<file path="src/rtl/hcbp_pkg.sv">
package hcbp_pkg;

  // field widths
  localparam int SYM_W   = 8;
  localparam int CODE_W  = 32;
  localparam int LEN_W   = 6;
  localparam int BYTE_W  = 8;
  localparam int CMD_W   = 2;
  localparam int CNT_W   = 3;
  localparam int ROOM_W  = 4;

  // code table limits
  localparam int MAX_CODE_LEN = 32;
  localparam int SYMBOL_COUNT = 256;
  localparam int TABLE_DEPTH  = 2 ** SYM_W;
  localparam int LEN_LIMIT    = (MAX_CODE_LEN < CODE_W) ? MAX_CODE_LEN : CODE_W;

  // stream packing
  localparam int IN_DATA_W = 48;

  // command codes
  typedef logic [CMD_W-1:0] cmd_t;
  localparam cmd_t CMD_LOAD   = 2'd0;
  localparam cmd_t CMD_ENCODE = 2'd1;
  localparam cmd_t CMD_FLUSH  = 2'd2;

  // one table entry
  typedef struct packed {
    logic [CODE_W-1:0] code;
    logic [LEN_W-1:0]  len;
  } entry_t;

  // request to the code table
  typedef struct packed {
    logic             wr_en;
    logic             rd_en;
    logic [SYM_W-1:0] addr;
    entry_t           wdata;
  } mem_req_t;

  // clamp a length to the supported maximum
  function automatic logic [LEN_W-1:0] sat_len(input logic [LEN_W-1:0] len);
    logic [LEN_W-1:0] lim;
    lim = LEN_W'(LEN_LIMIT);
    return (len > lim) ? lim : len;
  endfunction

endpackage

</file>
<file path="src/rtl/hcbp_shift_unit.sv">
module hcbp_shift_unit import hcbp_pkg::*; (
  input  logic [CODE_W-1:0] operand,
  input  logic [LEN_W-1:0]  amount,
  output logic [CODE_W-1:0] result
);

  // left shift, zero fill, full width shift clears the word
  always_comb begin
    if (amount >= LEN_W'(CODE_W)) begin
      result = '0;
    end else begin
      result = operand << amount;
    end
  end

endmodule

</file>
<file path="config.mk">
export PLATFORM = sky130hd
export DESIGN_NAME = hcbp_shift_unit
export DESIGN_NICKNAME = d
export VERILOG_FILES = /design/src/rtl/hcbp_pkg.sv /design/src/rtl/hcbp_shift_unit.sv
export SDC_FILE = /design/constraint.sdc
export NUM_CORES = 1
export LEC_CHECK = 0
export BUFFER_PORTS_ARGS = -buffer_cell sky130_fd_sc_hd__buf_2
export CELL_PAD_IN_SITES_DETAIL_PLACEMENT = 0
export CELL_PAD_IN_SITES_GLOBAL_PLACEMENT = 1
export CORE_MARGIN = 2
export CORE_UTILIZATION = 37
export DETAILED_ROUTE_END_ITERATION = 16
export PLACE_DENSITY_LB_ADDON = 0.1
export SYNTH_ARGS = -nofsm -noshare
export SYNTH_HDL_FRONTEND = slang
export SYNTH_SLANG_ARGS = --single-unit
</file>
<file path="constraint.sdc">
create_clock -name vclk -period 1.9
set_clock_uncertainty 0.2 [all_clocks]
set_input_delay 0.19 -clock vclk [all_inputs]
set_output_delay 0.19 -clock vclk [all_outputs]
set_load 0.01 [all_outputs]
</file>
==> metrics.yaml <==
run_status:
  status: "finished with violations"
  violations: "negative setup slack"
setup_path:
  critPathBufInv: 4
  endpoint_kind: "output pin"
  arrival_ps: 1710
  crit_path_start_kind: "input pin"
  crit_type: "input pin to output pin"
  cp_slowest_stage_delay_ps: 360
  path_delay_family: "compound AO/OA/AOI/OAI gates"
  crit_top_cell: "buf_12"
  path_cells: "buf_12 -> buf_12 -> buf_4 -> mux2_2 -> o22ai_1 -> a21oi_1 -> o21ai_0 -> o22ai_2 -> buf_2"
  critPathSlowestCell: "mux2_2"
  cp_max_fo: 6
  cp.required_ps: 1510
power_and_ir_drop:
  total_power_uw: 935.2
  cellPowerDensity_mw_per_mm2: 292.5
  leakage_uw: 0.001460
  peakVddDrop_v: 0.0001627
layout:
  seq_area_sq_um: 0
  design.seq.count: 0
  layoutNonFillerInstCount: 426
  clkbuf_count: 0
  synthToLayoutAreaGrowth_pct: 66.23
  antenna_cells: 0
  nets: 396
  drive_gt1_frac: 0.6292
route:
  drt_iter0_drc: 163
  met3_length_microns: 320
  drt-vias-per-instance: 5.803
  dr.max_layer_used: "met4"
  ant_nets: 0
  vias: 2472
  dr.pass1.iters: 4
  wl_met1_mm: 3.329
  wl_mm: 7.745
  wl_per_cell_microns: 18.18
  drc: 0
  wl_met2_mm: 3.881
die:
  die-area_sq_mm: 0.005790
  ios: 70
  die_height_microns: 76.10
  coreArea_sq_mm: 0.005075
  rows: 26
  die_w_microns: 76.10
  start_util: 0.3789
sta:
  slew_violations: 0
  setup_viol: 25
  tns_ps: -3002
  relSlewSlack: 0.7513
  hold_violations: 0
  max_freq_ghz: 0.4764
  rsz0062_at_grt: "yes"
  holdWs_ps: 499.6
  layout_worst_path_cycle_share: 1.105
  worst_slack_ps: -199.3
  tightest_slew_ps: 373.1
  period_minus_slack_ps: 2099
global_routing:
  grt_max_degree: 25
  grt_pass1_vias: 2491
  antenna_found_initial: 0
  gr-total-overflow: 0
  grt_use_total: 0.2585
  grt_pass1_wl_mm: 12.56
yosys:
  yosysMostFrequentCell: "mux2i_1"
  synth_cell_type_count: 38
  syn_inst: 250
  synth_fa_ha_area_frac: 0
  yosysWarnings: 0
  synth_compound_area_frac: 0.1958
  synth_area_leaders: "mux2i_1 (19%), mux2_2 (18%), mux4_2 (18%)"
  synth_top_family_by_area: "multiplexers"
  synth-simple-area-share: 0.1926
  synth_seq_area_share: 0
  synth_xor_area_frac: 0
  synthMuxAreaShare: 0.5439
  avgSynthCellArea_sq_um: 7.692
  synth_area_sq_mm: 0.001923
  syn-num-nets: 288
  synth_common_cells: "mux2i_1 (37), nor2_1 (32), mux2_2 (30), nand2_1 (30), mux4_2 (15)"
  synth_top_area_frac: 0.1926
  yosys.area.top_type: "mux2i_1"
place:
  hpwlAfterDp_mm: 5.839
  routabilityCongestion: 0.8829
  place_inst: 414
  port_buffers: 70
flow_run:
  cap_violations: 0
clock_network:
  hold_buffers: 0
hold_path:
  hold_path.class: "input pin to output pin"
layout by cell type, fill, tap and decap left out, types with 2 or more instances in the layout:
master,count
and2_1,3
o2111ai_1,2
mux2i_4,11
o21ai_2,3
mux2_2,13
buf_6,6
o221ai_1,3
nand2b_1,3
nand2_1,25
o211ai_1,2
o21ai_1,7
a21oi_1,5
buf_12,6
nor2_1,28
buf_4,43
mux4_2,15
mux2i_2,7
or2_2,3
buf_16,3
a22oi_1,2
a21o_1,3
o311a_1,2
o21ai_0,5
buf_2,69
nor2_2,4
nor3_2,2
mux2_4,17
a31oi_2,2
nand2_2,5
mux2i_1,19
nand3_1,3
nor2b_1,2
o22ai_1,7
nor3_1,2
through the flow:
step	instance area (sq um)	util	setup slack (ps)
3_5_place_dp	2641	0.5205	-342.9
4_1_cts	3017	0.5944	-179.0
6_report	3197	0.6299	-199.3
5_1_grt	3197	0.6299	-253.7
3_3_place_gp	2641	0.5205	-328.8
2_1_floorplan	1926	-	13.90
cell families (layout without fill, tap and decap cells):
family,after synthesis,after routing
AND/OR/NAND/NOR,85,85
AO/OA/AOI/OAI,57,57
multiplexers,82,82
buffers and inverters,26,132
timing repair:
action,CTS,global route
pin swaps,17,15
buffers inserted,6,3
gates resized for setup,61,40
gates cloned,4,0
setup endpoints to repair,27,29
per-layer routing:
metal  GRT usage  vias up
met5           0        -
met4     0.04545        0
li1            -     1164
met1      0.3407     1211
met2      0.4741       81
met3     0.01185       16
final timing paths:
check             slack (ps)          to      start  cells past startpoint
setup / recovery        -200  result[30]  amount[0]                      9
hold / removal           500  result[19]  amount[5]                      3
cell type report:
cell class	instances	area, sq um
inverters	4	21.27
multi-input cells	224	2135
repair buffers	128	953.4
well taps	70	87.58
fillers	460	1878
power breakdown:
part	total (uW)	internal [uW]	switching, uW
sequential	0	0	0
combinational	935	481	454
clock	0	0	0
Note: power is estimated with default switching activity, not from simulation.
